`config.mk`:
```
export PLATFORM = sky130hd
export DESIGN_NAME = callback_timer_bank_flat
export DESIGN_NICKNAME = d
export VERILOG_FILES = /design/src/design/cbt_pkg.sv /design/src/design/cbt_if.sv /design/src/design/callback_timer_bank.sv /design/src/design/cbt_cell.sv /design/src/design/cbt_collect.sv /design/src/flat_wrapper.sv
export SDC_FILE = /design/constraint.sdc
export NUM_CORES = 2
export LEC_CHECK = 0
export BUFFER_PORTS_ARGS = -buffer_cell sky130_fd_sc_hd__buf_2
export CAP_MARGIN = 0
export CORE_MARGIN = 3
export CORE_UTILIZATION = 55
export DETAILED_ROUTE_END_ITERATION = 8
export PLACE_DENSITY = 0.69
export SLEW_MARGIN = 10
export SYNTH_ARGS = -nofsm -noshare
export SYNTH_HDL_FRONTEND = slang
export SYNTH_SLANG_ARGS = --single-unit
```
`constraint.sdc`:
```
create_clock -name clk_i -period 21.7 [get_ports clk_i]
set_input_delay 3.255 -clock clk_i [delete_from_list [all_inputs] [get_ports clk_i]]
set_output_delay 3.255 -clock clk_i [all_outputs]
set_load 0.05 [all_outputs]
```
`src/design/cbt_pkg.sv`:
```
// Shared constants, codes and types for the callback timer bank.
package cbt_pkg;

  localparam int NUM_SLOTS   = 16;
  localparam int MAX_RESULTS = 16;
  localparam int CNT_W       = $clog2(MAX_RESULTS + 1);

  localparam int FUNC_W = 3;
  localparam int SLOT_W = 4;
  localparam int TICK_W = 32;
  localparam int TAG_W  = 32;

  localparam logic [FUNC_W-1:0] FUNC_START   = 3'd0;
  localparam logic [FUNC_W-1:0] FUNC_STOP    = 3'd1;
  localparam logic [FUNC_W-1:0] FUNC_RESTART = 3'd2;
  localparam logic [FUNC_W-1:0] FUNC_UPDATE  = 3'd3;
  localparam logic [FUNC_W-1:0] FUNC_POLL    = 3'd4;

  // Control write broadcast to every cell; each cell qualifies with its own select.
  typedef struct packed {
    logic              start;
    logic              stop;
    logic              restart;
    logic              update;
    logic [TICK_W-1:0] now;
    logic [TICK_W-1:0] timeout;
    logic [TAG_W-1:0]  tag;
  } cell_wr_t;

  // Poll outcome of one cell; tag is zero when there is no hit.
  typedef struct packed {
    logic             hit;
    logic [TAG_W-1:0] tag;
  } cell_hit_t;

endpackage

```
`src/design/cbt_if.sv`:
```
// Handshake interfaces for the command and event channels.
interface cbt_cmd_if import cbt_pkg::*; ();
  logic              valid;
  logic              ready;
  logic [FUNC_W-1:0] func;
  logic [SLOT_W-1:0] slot;
  logic [TICK_W-1:0] timeout_ticks;
  logic [TAG_W-1:0]  user_tag;
  logic [TICK_W-1:0] now_tick;

  modport source (output valid, func, slot, timeout_ticks, user_tag, now_tick, input ready);
  modport sink   (input valid, func, slot, timeout_ticks, user_tag, now_tick, output ready);
endinterface

interface cbt_evt_if import cbt_pkg::*; ();
  logic              valid;
  logic              ready;
  logic [SLOT_W-1:0] fired_slot;
  logic [TAG_W-1:0]  fired_tag;
  logic              fired;
  logic              last;

  modport source (output valid, fired_slot, fired_tag, fired, last, input ready);
  modport sink   (input valid, fired_slot, fired_tag, fired, last, output ready);
endinterface

```
`src/design/callback_timer_bank.sv`:
```
// Top level of the callback timer bank: command decode, cell chain, hit collection.
//
//  channel | dir | transaction
//  --------+-----+--------------------------------------------------------------
//  cmd_i   | in  | func, slot, timeout_ticks, user_tag, now_tick
//  evt_o   | out | fired_slot, fired_tag, fired, last (one per expiry, or marker)
//
// Start, stop, restart and update are written straight into the addressed cell. A
// poll sends a token with now_tick down the chain of NUM_SLOTS cells, one cell per
// cycle unless the chain is held, then through the flush register; cmd_i.ready
// stays low meanwhile.
// Reset clears the running/enrolled flags, the chain tokens and the output valid;
// slot stores are undefined until started. The whole chain holds for every cycle in
// which a result has to enter the output register while evt_o keeps it full.
module callback_timer_bank import cbt_pkg::*; (
  input  logic      clk_i,
  input  logic      rst_ni,
  cbt_cmd_if.sink   cmd_i,
  cbt_evt_if.source evt_o
);

  logic                           accept, adv, busy;
  logic                           done_q;
  cell_wr_t                       wr;
  logic      [NUM_SLOTS-1:0]      sel;
  logic      [NUM_SLOTS:0]        tok;
  logic      [NUM_SLOTS:0][TICK_W-1:0] now;
  cell_hit_t [NUM_SLOTS-1:0]      hits;
  logic                           hit_any;
  logic      [SLOT_W-1:0]         hit_slot;
  logic      [TAG_W-1:0]          hit_tag;

  // Busy while a poll token is in the chain or waiting to flush.
  assign busy        = (|tok[NUM_SLOTS:1]) || done_q;
  assign cmd_i.ready = !busy;
  assign accept      = cmd_i.valid && cmd_i.ready;

  assign wr.start   = accept && (cmd_i.func == FUNC_START);
  assign wr.stop    = accept && (cmd_i.func == FUNC_STOP);
  assign wr.restart = accept && (cmd_i.func == FUNC_RESTART);
  assign wr.update  = accept && (cmd_i.func == FUNC_UPDATE);
  assign wr.now     = cmd_i.now_tick;
  assign wr.timeout = cmd_i.timeout_ticks;
  assign wr.tag     = cmd_i.user_tag;

  // Token enters cell 0 on an accepted poll.
  assign tok[0] = accept && (cmd_i.func == FUNC_POLL);
  assign now[0] = cmd_i.now_tick;

  for (genvar g = 0; g < NUM_SLOTS; g++) begin : g_cell
    // slots beyond the command field's range are never addressed
    assign sel[g] = (int'(cmd_i.slot) == g);

    cbt_cell u_cell (
      .clk_i  (clk_i),
      .rst_ni (rst_ni),
      .adv_i  (adv),
      .sel_i  (sel[g]),
      .wr_i   (wr),
      .tok_i  (tok[g]),
      .now_i  (now[g]),
      .tok_o  (tok[g+1]),
      .now_o  (now[g+1]),
      .hit_o  (hits[g])
    );
  end

  // At most one cell holds the token, so the hits are one-hot: OR them together.
  always_comb begin
    hit_any  = 1'b0;
    hit_slot = '0;
    hit_tag  = '0;
    for (int i = 0; i < NUM_SLOTS; i++) begin
      hit_any  = hit_any | hits[i].hit;
      hit_slot = hit_slot | (hits[i].hit ? SLOT_W'(i) : '0);
      hit_tag  = hit_tag | hits[i].tag;
    end
  end

  // Token falls off the end of the chain: flush the held hit or emit the marker.
  always_ff @(posedge clk_i or negedge rst_ni) begin
    if (!rst_ni) begin
      done_q <= 1'b0;
    end else if (adv) begin
      done_q <= tok[NUM_SLOTS];
    end
  end

  cbt_collect u_collect (
    .clk_i  (clk_i),
    .rst_ni (rst_ni),
    .hit_i  (hit_any),
    .slot_i (hit_slot),
    .tag_i  (hit_tag),
    .done_i (done_q),
    .adv_o  (adv),
    .evt_o  (evt_o)
  );

endmodule

```
`src/design/cbt_cell.sv`:
```
// One timer slot: slot state plus one stage of the poll token chain.
module cbt_cell import cbt_pkg::*; (
  input  logic              clk_i,
  input  logic              rst_ni,
  input  logic              adv_i,
  input  logic              sel_i,
  input  cell_wr_t          wr_i,
  input  logic              tok_i,
  input  logic [TICK_W-1:0] now_i,
  output logic              tok_o,
  output logic [TICK_W-1:0] now_o,
  output cell_hit_t         hit_o
);

  logic              tok_q;
  logic [TICK_W-1:0] now_q;
  logic              running_q, enrolled_q;
  logic [TICK_W-1:0] start_q, timeout_q;
  logic [TAG_W-1:0]  tag_q;
  logic [TICK_W-1:0] elapsed;

  always_ff @(posedge clk_i or negedge rst_ni) begin
    if (!rst_ni) begin
      tok_q      <= 1'b0;
      running_q  <= 1'b0;
      enrolled_q <= 1'b0;
    end else begin
      if (adv_i) tok_q <= tok_i;
      if (sel_i) begin
        if (wr_i.start) begin
          running_q  <= 1'b1;
          enrolled_q <= 1'b1;
        end
        if (wr_i.stop)    running_q <= 1'b0;
        if (wr_i.restart) running_q <= 1'b1;
      end
    end
  end

  always_ff @(posedge clk_i) begin
    if (adv_i) now_q <= now_i;
    if (sel_i) begin
      if (wr_i.start || wr_i.restart) start_q <= wr_i.now;
      if (wr_i.start || wr_i.update)  timeout_q <= wr_i.timeout;
      if (wr_i.start)                 tag_q <= wr_i.tag;
    end
  end

  // elapsed = now - start + 1, wrapping
  assign elapsed   = now_q - start_q + TICK_W'(1);
  assign hit_o.hit = tok_q && enrolled_q && running_q && (elapsed >= timeout_q);
  assign hit_o.tag = hit_o.hit ? tag_q : '0;
  assign tok_o     = tok_q;
  assign now_o     = now_q;

endmodule

```
`src/design/cbt_collect.sv`:
```
// Holds back one hit so the last flag is known, and drives the event output register.
module cbt_collect import cbt_pkg::*; (
  input  logic              clk_i,
  input  logic              rst_ni,
  input  logic              hit_i,
  input  logic [SLOT_W-1:0] slot_i,
  input  logic [TAG_W-1:0]  tag_i,
  input  logic              done_i,
  output logic              adv_o,
  cbt_evt_if.source         evt_o
);

  logic              pv_q, pv_d;
  logic [SLOT_W-1:0] pslot_q;
  logic [TAG_W-1:0]  ptag_q;
  logic [CNT_W-1:0]  n_q, n_d;
  logic              ov_q, ov_d;
  logic [SLOT_W-1:0] oslot_d, oslot_q;
  logic [TAG_W-1:0]  otag_d, otag_q;
  logic              ofired_d, ofired_q, olast_d, olast_q;
  logic              hit_eff, out_free, load_out, load_pend;

  assign hit_eff  = hit_i && (n_q != CNT_W'(MAX_RESULTS));
  assign out_free = !ov_q || evt_o.ready;
  assign adv_o    = !((hit_eff && pv_q && !out_free) || (done_i && !out_free));

  always_comb begin
    pv_d      = pv_q;
    n_d       = n_q;
    load_out  = 1'b0;
    load_pend = 1'b0;
    oslot_d   = pslot_q;
    otag_d    = ptag_q;
    ofired_d  = 1'b1;
    olast_d   = 1'b0;
    if (adv_o) begin
      if (hit_eff) begin
        load_out  = pv_q;
        load_pend = 1'b1;
        pv_d      = 1'b1;
        n_d       = n_q + CNT_W'(1);
      end
      if (done_i) begin
        load_out = 1'b1;
        olast_d  = 1'b1;
        if (!pv_q) begin
          // empty poll marker
          oslot_d  = '0;
          otag_d   = '0;
          ofired_d = 1'b0;
        end
        pv_d = 1'b0;
        n_d  = '0;
      end
    end
    ov_d = load_out || (ov_q && !evt_o.ready);
  end

  always_ff @(posedge clk_i or negedge rst_ni) begin
    if (!rst_ni) begin
      pv_q <= 1'b0;
      n_q  <= '0;
      ov_q <= 1'b0;
    end else begin
      pv_q <= pv_d;
      n_q  <= n_d;
      ov_q <= ov_d;
    end
  end

  always_ff @(posedge clk_i) begin
    if (load_pend) begin
      pslot_q <= slot_i;
      ptag_q  <= tag_i;
    end
    if (load_out) begin
      oslot_q  <= oslot_d;
      otag_q   <= otag_d;
      ofired_q <= ofired_d;
      olast_q  <= olast_d;
    end
  end

  assign evt_o.valid      = ov_q;
  assign evt_o.fired_slot = oslot_q;
  assign evt_o.fired_tag  = otag_q;
  assign evt_o.fired      = ofired_q;
  assign evt_o.last       = olast_q;

endmodule
```
`src/flat_wrapper.sv`:
```
// flat-port wrapper written by rule: the top's interface ports become plain ports
module callback_timer_bank_flat import cbt_pkg::*;
  (clk_i, rst_ni, cmd_i_valid, cmd_i_func, cmd_i_slot, cmd_i_timeout_ticks, cmd_i_user_tag, cmd_i_now_tick, cmd_i_ready, evt_o_valid, evt_o_fired_slot, evt_o_fired_tag, evt_o_fired, evt_o_last, evt_o_ready);
  cbt_cmd_if cmd_i_i ();
  cbt_evt_if evt_o_i ();
  input  logic clk_i;
  input  logic rst_ni;
  input wire logic [$bits(cmd_i_i.valid)-1:0] cmd_i_valid;
  input wire logic [$bits(cmd_i_i.func)-1:0] cmd_i_func;
  input wire logic [$bits(cmd_i_i.slot)-1:0] cmd_i_slot;
  input wire logic [$bits(cmd_i_i.timeout_ticks)-1:0] cmd_i_timeout_ticks;
  input wire logic [$bits(cmd_i_i.user_tag)-1:0] cmd_i_user_tag;
  input wire logic [$bits(cmd_i_i.now_tick)-1:0] cmd_i_now_tick;
  output wire logic [$bits(cmd_i_i.ready)-1:0] cmd_i_ready;
  output wire logic [$bits(evt_o_i.valid)-1:0] evt_o_valid;
  output wire logic [$bits(evt_o_i.fired_slot)-1:0] evt_o_fired_slot;
  output wire logic [$bits(evt_o_i.fired_tag)-1:0] evt_o_fired_tag;
  output wire logic [$bits(evt_o_i.fired)-1:0] evt_o_fired;
  output wire logic [$bits(evt_o_i.last)-1:0] evt_o_last;
  input wire logic [$bits(evt_o_i.ready)-1:0] evt_o_ready;
  assign cmd_i_i.valid = cmd_i_valid;
  assign cmd_i_i.func = cmd_i_func;
  assign cmd_i_i.slot = cmd_i_slot;
  assign cmd_i_i.timeout_ticks = cmd_i_timeout_ticks;
  assign cmd_i_i.user_tag = cmd_i_user_tag;
  assign cmd_i_i.now_tick = cmd_i_now_tick;
  assign cmd_i_ready = cmd_i_i.ready;
  assign evt_o_valid = evt_o_i.valid;
  assign evt_o_fired_slot = evt_o_i.fired_slot;
  assign evt_o_fired_tag = evt_o_i.fired_tag;
  assign evt_o_fired = evt_o_i.fired;
  assign evt_o_last = evt_o_i.last;
  assign evt_o_i.ready = evt_o_ready;
  callback_timer_bank u_core (.clk_i(clk_i), .rst_ni(rst_ni), .cmd_i(cmd_i_i), .evt_o(evt_o_i));
endmodule
```
Yosys cells after proc, flatten, opt, wreduce, memory -nomap -nowiden
Index checks and enable logic that the tools add are counted.
{"block": "classes", "n_addsub": 33, "order_cmp": 16, "eq_ne": 20, "n_mux": 51, "bitwise_logic": 46, "reduce_logical": 140}
{"op": "2-to-1 mux 32 bit", "count": 19}
{"op": "adder 32 x 1 -> 32 bit (second input constant)", "count": 16}
{"op": ">= comparator 32 bit", "count": 16}
{"op": "subtractor 32 bit", "count": 16}
{"op": "bitwise OR 32 bit", "count": 15}
{"op": "AND reduction 2 bit", "count": 65}
{"op": "logical AND 1 bit", "count": 59}
{"op": "bitwise OR 4 bit", "count": 14}
{"op": "2-to-1 mux 4 bit", "count": 11}
{"op": "== test 4 bit (second input constant)", "count": 8}
{"op": "== test 4 x 3 -> 1 bit (second input constant)", "count": 4}
{"op": "OR reduction 16 bit", "count": 1}
{"op": "bitwise OR 1 bit", "count": 15}
{"op": "2-to-1 mux 1 bit", "count": 13}
{"op": "2-to-1 mux 3 bit", "count": 4}
{"op": "2-to-1 mux 5 bit", "count": 2}
{"op": "== test 4 x 2 -> 1 bit (second input constant)", "count": 2}
{"op": "== test 3 x 2 -> 1 bit (second input constant)", "count": 2}
{"op": "logical OR 1 bit", "count": 6}
{"op": "adder 5 x 1 -> 5 bit (second input constant)", "count": 1}
{"op": "!= test 5 bit (second input constant)", "count": 1}
{"op": "== test 4 x 1 -> 1 bit (second input constant)", "count": 1}
{"op": "zero test 1 bit", "count": 4}
{"op": "zero test 4 bit", "count": 1}
{"op": "other kinds (8)", "count": 10}
{"block": "totals", "reg_bits": 2178, "inputBits": 107, "out_inout_bits": 40, "word_cells": 428}

Logic depth before layout (Yosys ltp)
{"block": "logic_depth", "depth_word": 25, "ltp_mapped": 32}

Modules after synthesis
A second synthesis with hierarchy kept.
{"block": "hier_totals", "cells_unflattened": 9991, "area_unflattened_um2": 121062.4}
{"module": "cbt_cell (u_core.g_cell[0].u_cell ...)", "n_inst": 6, "cells_each": 583, "area_each_um2": 7145.6, "seq_area_each_um2": 3918.8}
{"module": "cbt_cell (u_core.g_cell[4].u_cell ...)", "n_inst": 5, "cells_each": 626, "area_each_um2": 7569.8, "seq_area_each_um2": 3918.8}
{"module": "cbt_cell (u_core.g_cell[11].u_cell ...)", "n_inst": 3, "cells_each": 595, "area_each_um2": 7186.9, "seq_area_each_um2": 3918.8}
{"module": "cbt_cell (u_core.g_cell[8].u_cell)", "n_inst": 1, "cells_each": 611, "area_each_um2": 7345.8, "seq_area_each_um2": 3918.8}
{"module": "cbt_cell (u_core.g_cell[10].u_cell)", "n_inst": 1, "cells_each": 584, "area_each_um2": 7136.8, "seq_area_each_um2": 3918.8}
{"module": "cbt_collect", "n_inst": 1, "cells_each": 166, "area_each_um2": 2962.8, "seq_area_each_um2": 2397.3}
{"module": "callback_timer_bank", "n_inst": 1, "cells_each": 217, "area_each_um2": 1333.8, "seq_area_each_um2": 25.0}

Worst setup path after synthesis
OpenSTA, ideal clock, no wires.
{"block": "synth_path", "kind": "register to register", "from": "register u_core.g_cell[2].u_cell.start_q[1]", "to": "register u_core.g_cell[0].u_cell.now_q[0] (enable)", "arrival_time_ns": 16.398, "required_time_ns": 20.839, "path_slack_ns": 4.441, "stages_incl_launch_ff": 31, "synth_period_minus_slack_ns": 17.259, "cell_sequence": "edfxtp_1 > ha_1 > inv_1 > ha_1 > fa_1 > a21o_1 > a21oi_1 > o21ai_0 > a311o_1 > o31a_1 > a221oi_1 > o211a_1 > nor2_1 > a21oi_1 > nor2b_1 > a21oi_1 > xnor2_1 > ha_1 > a21o_1 > a21o_1 > a21oi_1 > nor2_1 > a211oi_1 > nor2_1 > a211o_1 > a2111o_1 > or4_4 > o31ai_4 > o21ai_4 > buf_6 > inv_1"}
{"block": "synth_between", "elab_chain_len": 22}
{"item": "start, declared", "line": "cbt_cell.sv:18", "source": "logic [TICK_W-1:0] start_q, timeout_q;"}
{"item": "start signal, assigned", "line": "cbt_cell.sv:43", "source": "if (wr_i.start || wr_i.restart) start_q <= wr_i.now;"}
{"item": "subtractor 32 bit", "line": "cbt_cell.sv:50", "source": "assign elapsed = now_q - start_q + TICK_W'(1);"}
{"item": "adder 32 x 1 -> 32 bit", "line": "cbt_cell.sv:50"}
{"item": ">= comparator 32 bit", "line": "cbt_cell.sv:51", "source": "assign hit_o.hit = tok_q && enrolled_q && running_q && (elapsed >= timeout_q);"}
{"item": "logical AND 1 bit", "line": "cbt_cell.sv:51"}
{"item": "bitwise OR 1 bit (14 in series)", "line": "callback_timer_bank.sv:74", "source": "hit_any = hit_any | hits[i].hit;"}
{"item": "logical AND 1 bit", "line": "cbt_collect.sv:23", "source": "assign hit_eff = hit_i && (n_q != CNT_W'(MAX_RESULTS));"}
{"item": "logical AND 1 bit (2 in series)", "line": "cbt_collect.sv:25", "source": "assign adv_o = !((hit_eff && pv_q && !out_free) || (done_i && !out_free));"}
{"item": "logical OR 1 bit", "line": "cbt_collect.sv:25"}
{"item": "end signal, assigned", "line": "cbt_cell.sv:41", "source": "if (adv_i) now_q <= now_i;"}
{"item": "end, declared", "line": "cbt_cell.sv:16", "source": "logic [TICK_W-1:0] now_q;"}
No other way between the ends.
A chain may end at the register's enable or synchronous reset.

Worst setup path in the final report
{"block": "layout_path", "from": "register u_core.g_cell[1].u_cell.now_q[1]", "to": "register u_core.g_cell[6].u_cell.now_q[13] (enable)"}
{"block": "layout_between", "elab_chain_len": 23}
{"item": "start, declared", "line": "cbt_cell.sv:16"}
{"item": "start signal, assigned", "line": "cbt_cell.sv:41"}
{"item": "subtractor 32 bit", "line": "cbt_cell.sv:50"}
{"item": "adder 32 x 1 -> 32 bit", "line": "cbt_cell.sv:50"}
{"item": ">= comparator 32 bit", "line": "cbt_cell.sv:51"}
{"item": "logical AND 1 bit", "line": "cbt_cell.sv:51"}
{"item": "bitwise OR 1 bit (15 in series)", "line": "callback_timer_bank.sv:74"}
{"item": "logical AND 1 bit", "line": "cbt_collect.sv:23"}
{"item": "logical AND 1 bit (2 in series)", "line": "cbt_collect.sv:25"}
{"item": "logical OR 1 bit", "line": "cbt_collect.sv:25"}
{"item": "end signal, assigned", "line": "cbt_cell.sv:41"}
{"item": "end, declared", "line": "cbt_cell.sv:16"}
No other way between the ends.

==> metrics <==
hold_buf cts 0; Top Family by Delay on Critical Path compound AO/OA/AOI/OAI gates; Syn Std Cell Area 112000 µm²; vias in the first global route 69283; postcts setup bufs 0; Final Wtd Congestion 0.882; Mean Syn Cell Area 13.1 µm²; WL per Instance 21.0 µm; most common cell after layout, fill and taps aside edfxtp_1; post-synth cell types 75; crit path buf inv count 4; Crit path top cell by count a21o_1; cell at the slowest stage of the critical path buf_4; Setup TNS 0 ns; CP Class register to register; final period utilization 0.457; Syn. warnings 0; slew margin rel. 0.166; gr usage total 0.234; WP data arrival 10.38 ns; initial core utilization 0.556; clock skew 0.0552 ns; DR vias 67383; largest net degree at the start of global routing 157; Area growth syn-to-layout 10.6%; top_reg_cell synth edfxtp_1; FMAX 0.101 GHz; first-pass GRT wire length 380000 µm; Max Cap Viol 0; placed inst area 116000 µm²; Worst EP required 22.17 ns; Max FO, Critical Path 111; sequential area share after synthesis 0.584; clock-pin transition on the worst setup and hold timing paths 0.06 ns; crit path capture type register; slew at the pin closest to its max-slew limit 1.25 ns; multi-input logic area 42100 µm²; num rows 164; Final Hold Fails 0; DRT antenna net count 0; register area 65100 µm²; DRC 0; Critical Path Max Stage Delay 0.90 ns; Core Region 201000 µm²; final net count 10464; H-Tree Level Count 4; unrepaired setup endpoints after global routing no; layout cells sized above 1 0.0707; # IOs 147; fraction of registers with async set/reset 0.0257; CTS tree yes; Pwr Density 78.0 nW/µm²; PostCTS Resize Cnt 0; Num CTS Buffers 221; final worst path period need 9.92 ns; DIE AREA 208000 µm²; Post-synth EDFFs 2122; Via density 5.76; worst skew pair latency 0.87 ns; initial antenna violation count 13; Initial DRT Pass Iterations 8; Startpoint Class register; status completed; static leakage 52.7 nW; DP Wirelength 177000 µm; chip height 456 µm; endpoints failing setup 0; Filler cells 15168; #FFs+latches synth 2178; Sink Count 2178; Mapped Nets 10108; Die X 456 µm; Hold Path Class register to register; initial DRC count 5010; I/O Buffers 146; final wirelength 245000 µm; Pins Over Slew Limit 0; global route overflow 0; worst IR drop on VDD 76.9 µV; most frequent cells in the layout edfxtp_1 (2122), ha_1 (1490), inv_1 (1186); clk root buf clkbuf_16; CTS max path bufs 3; Post-Syn Instances 8495; final instance area 123000 µm²
[where the power goes]
part           internal [W]  total (W)  switching, W  leakage [nW]
logic              0.000475    0.00113      0.000653          28.5
clock network       0.00213    0.00373       0.00160          3.48
registers           0.00470    0.00476     0.0000537          20.7
total               0.00731    0.00961       0.00231          52.7
[synthesized netlist by cell type (18+ instances only)]
library cell | count | share of area
nor3_1 | 106 | 0.0048
nor2b_1 | 83 | 0.0047
clkbuf_1 | 61 | 0.0021
nand4_1 | 138 | 0.0077
o21a_1 | 85 | 0.0057
and3_1 | 41 | 0.0023
or2_2 | 29 | 0.0016
a221oi_1 | 44 | 0.0035
a31oi_1 | 39 | 0.0022
dfrtp_1 | 56 | 0.013
nor4_1 | 22 | 0.0012
o2111ai_1 | 19 | 0.0015
and2_1 | 54 | 0.0030
o31ai_1 | 18 | 0.0012
xnor2_1 | 359 | 0.028
nand3_1 | 95 | 0.0043
a21o_1 | 326 | 0.022
a22oi_1 | 100 | 0.0067
ha_1 | 1490 | 0.17
nand2_1 | 206 | 0.0069
a211o_1 | 24 | 0.0019
o21bai_1 | 58 | 0.0039
or3_1 | 26 | 0.0015
a211oi_1 | 58 | 0.0039
xor2_1 | 89 | 0.0070
nand2b_1 | 88 | 0.0049
a222oi_1 | 64 | 0.0057
edfxtp_1 | 2122 | 0.57
inv_1 | 1187 | 0.040
o21ai_0 | 276 | 0.012
nor2_1 | 365 | 0.012
a21oi_1 | 486 | 0.022
o211ai_1 | 22 | 0.0015
[worst reg2reg max path: cells and delay by family, from the launching register on]
kind | cells | cell delay [ns]
AOI/OAI and AO/OA | 18 | 4.94
xor gates and xnor gates | 1 | 0.08
adders and majority gates | 3 | 0.69
buffers and inverters | 4 | 1.85
DFF | 1 | 0.39
and+or+nand+nor | 4 | 1.56
[sequential cells by signal (all words and copies together) (netlist names), 5 cells and up]
register	flops
u_core.g_cell.u_cell.now_o	512
u_core.g_cell.u_cell.start_q	512
u_core.g_cell.u_cell.tag_q	512
u_core.g_cell.u_cell.timeout_q	512
u_core.u_collect.evt_o.fired_tag	32
u_core.u_collect.ptag_q	32
u_core.g_cell.u_cell.enrolled_q	16
u_core.g_cell.u_cell.running_q	16
u_core.g_cell.u_cell.tok_o	16
u_core.u_collect.n_q	5
[worst paths after layout]
path / cells past startpoint / endpoint / start / slack, ns
worst max-delay path: 30 / u_core.g_cell[6].u_cell.now_o[13]$_DFFE_PN_ / u_core.g_cell[1].u_cell.now_o[1]$_DFFE_PN_ / 11.78
worst min-delay path: 0 / u_core.g_cell[5].u_cell.now_o[27]$_DFFE_PN_ / u_core.g_cell[4].u_cell.now_o[27]$_DFFE_PN_ / 0.45
worst max register to register: 30 / u_core.g_cell[6].u_cell.now_o[13]$_DFFE_PN_ / u_core.g_cell[1].u_cell.now_o[1]$_DFFE_PN_ / 11.78
worst min register to register: 0 / u_core.g_cell[5].u_cell.now_o[27]$_DFFE_PN_ / u_core.g_cell[4].u_cell.now_o[27]$_DFFE_PN_ / 0.45
max in group asynchronous: 2 / u_core.g_cell[0].u_cell.running_q$_DFFE_PN0P_ / rst_ni / 18.50
min in group asynchronous: 2 / u_core.g_cell[15].u_cell.running_q$_DFFE_PN0P_ / rst_ni / 2.59
[through the flow]
stage / std cells / power [W] / util / hold WS, ns / setup slack, ns
after CTS: 11691 / 0.00969 / 0.614 / 0.437 / 11.73
after global placement: 11284 / 0.00593 / 0.579 / 0.437 / 11.98
after detailed placement: 11284 / 0.00597 / 0.579 / 0.441 / 11.83
after global routing: 11697 / 0.0100 / 0.614 / 0.463 / 11.07
final: 11703 / 0.00961 / 0.614 / 0.448 / 11.78
after floorplan: 8495 / 0.00562 / - / 0.426 / 4.44
[cell type report]
| type | instances | share of cell area |
|---|---|---|
| Antenna cell | 12 | 0.000244 |
| Timing Repair Buffer | 195 | 0.00901 |
| Multi-Input combinational cell | 5068 | 0.342 |
| Sequential cell | 2178 | 0.528 |
| Clock buffer | 275 | 0.0472 |
| Inverter | 1187 | 0.0362 |
| Tap cell | 2656 | 0.0269 |
| Clock inverter | 132 | 0.0104 |
[logic make-up after synthesis]
logic type	Yosys count	synth area share
XOR/XNOR	448	0.0352
AO/OA/AOI/OAI	1797	0.108
buffers and inverters	1249	0.0421
multiplexers	15	0.00178
flip-flops	2178	0.584
AND/OR/NAND/NOR	1302	0.0589
adder cells (fa/ha/maj)	1506	0.170
[per-layer routing]
metal | global-route usage | vias to the layer above | share of wire
met2 | 0.401 | 1788 | 0.49
met1 | 0.306 | 32779 | 0.43
li1 | - | 32363 | -
met5 | 0 | - | 0
met4 | 0.0799 | 0 | 0.032
met3 | 0.0351 | 453 | 0.054
Power figures use the tool's default switching activity.
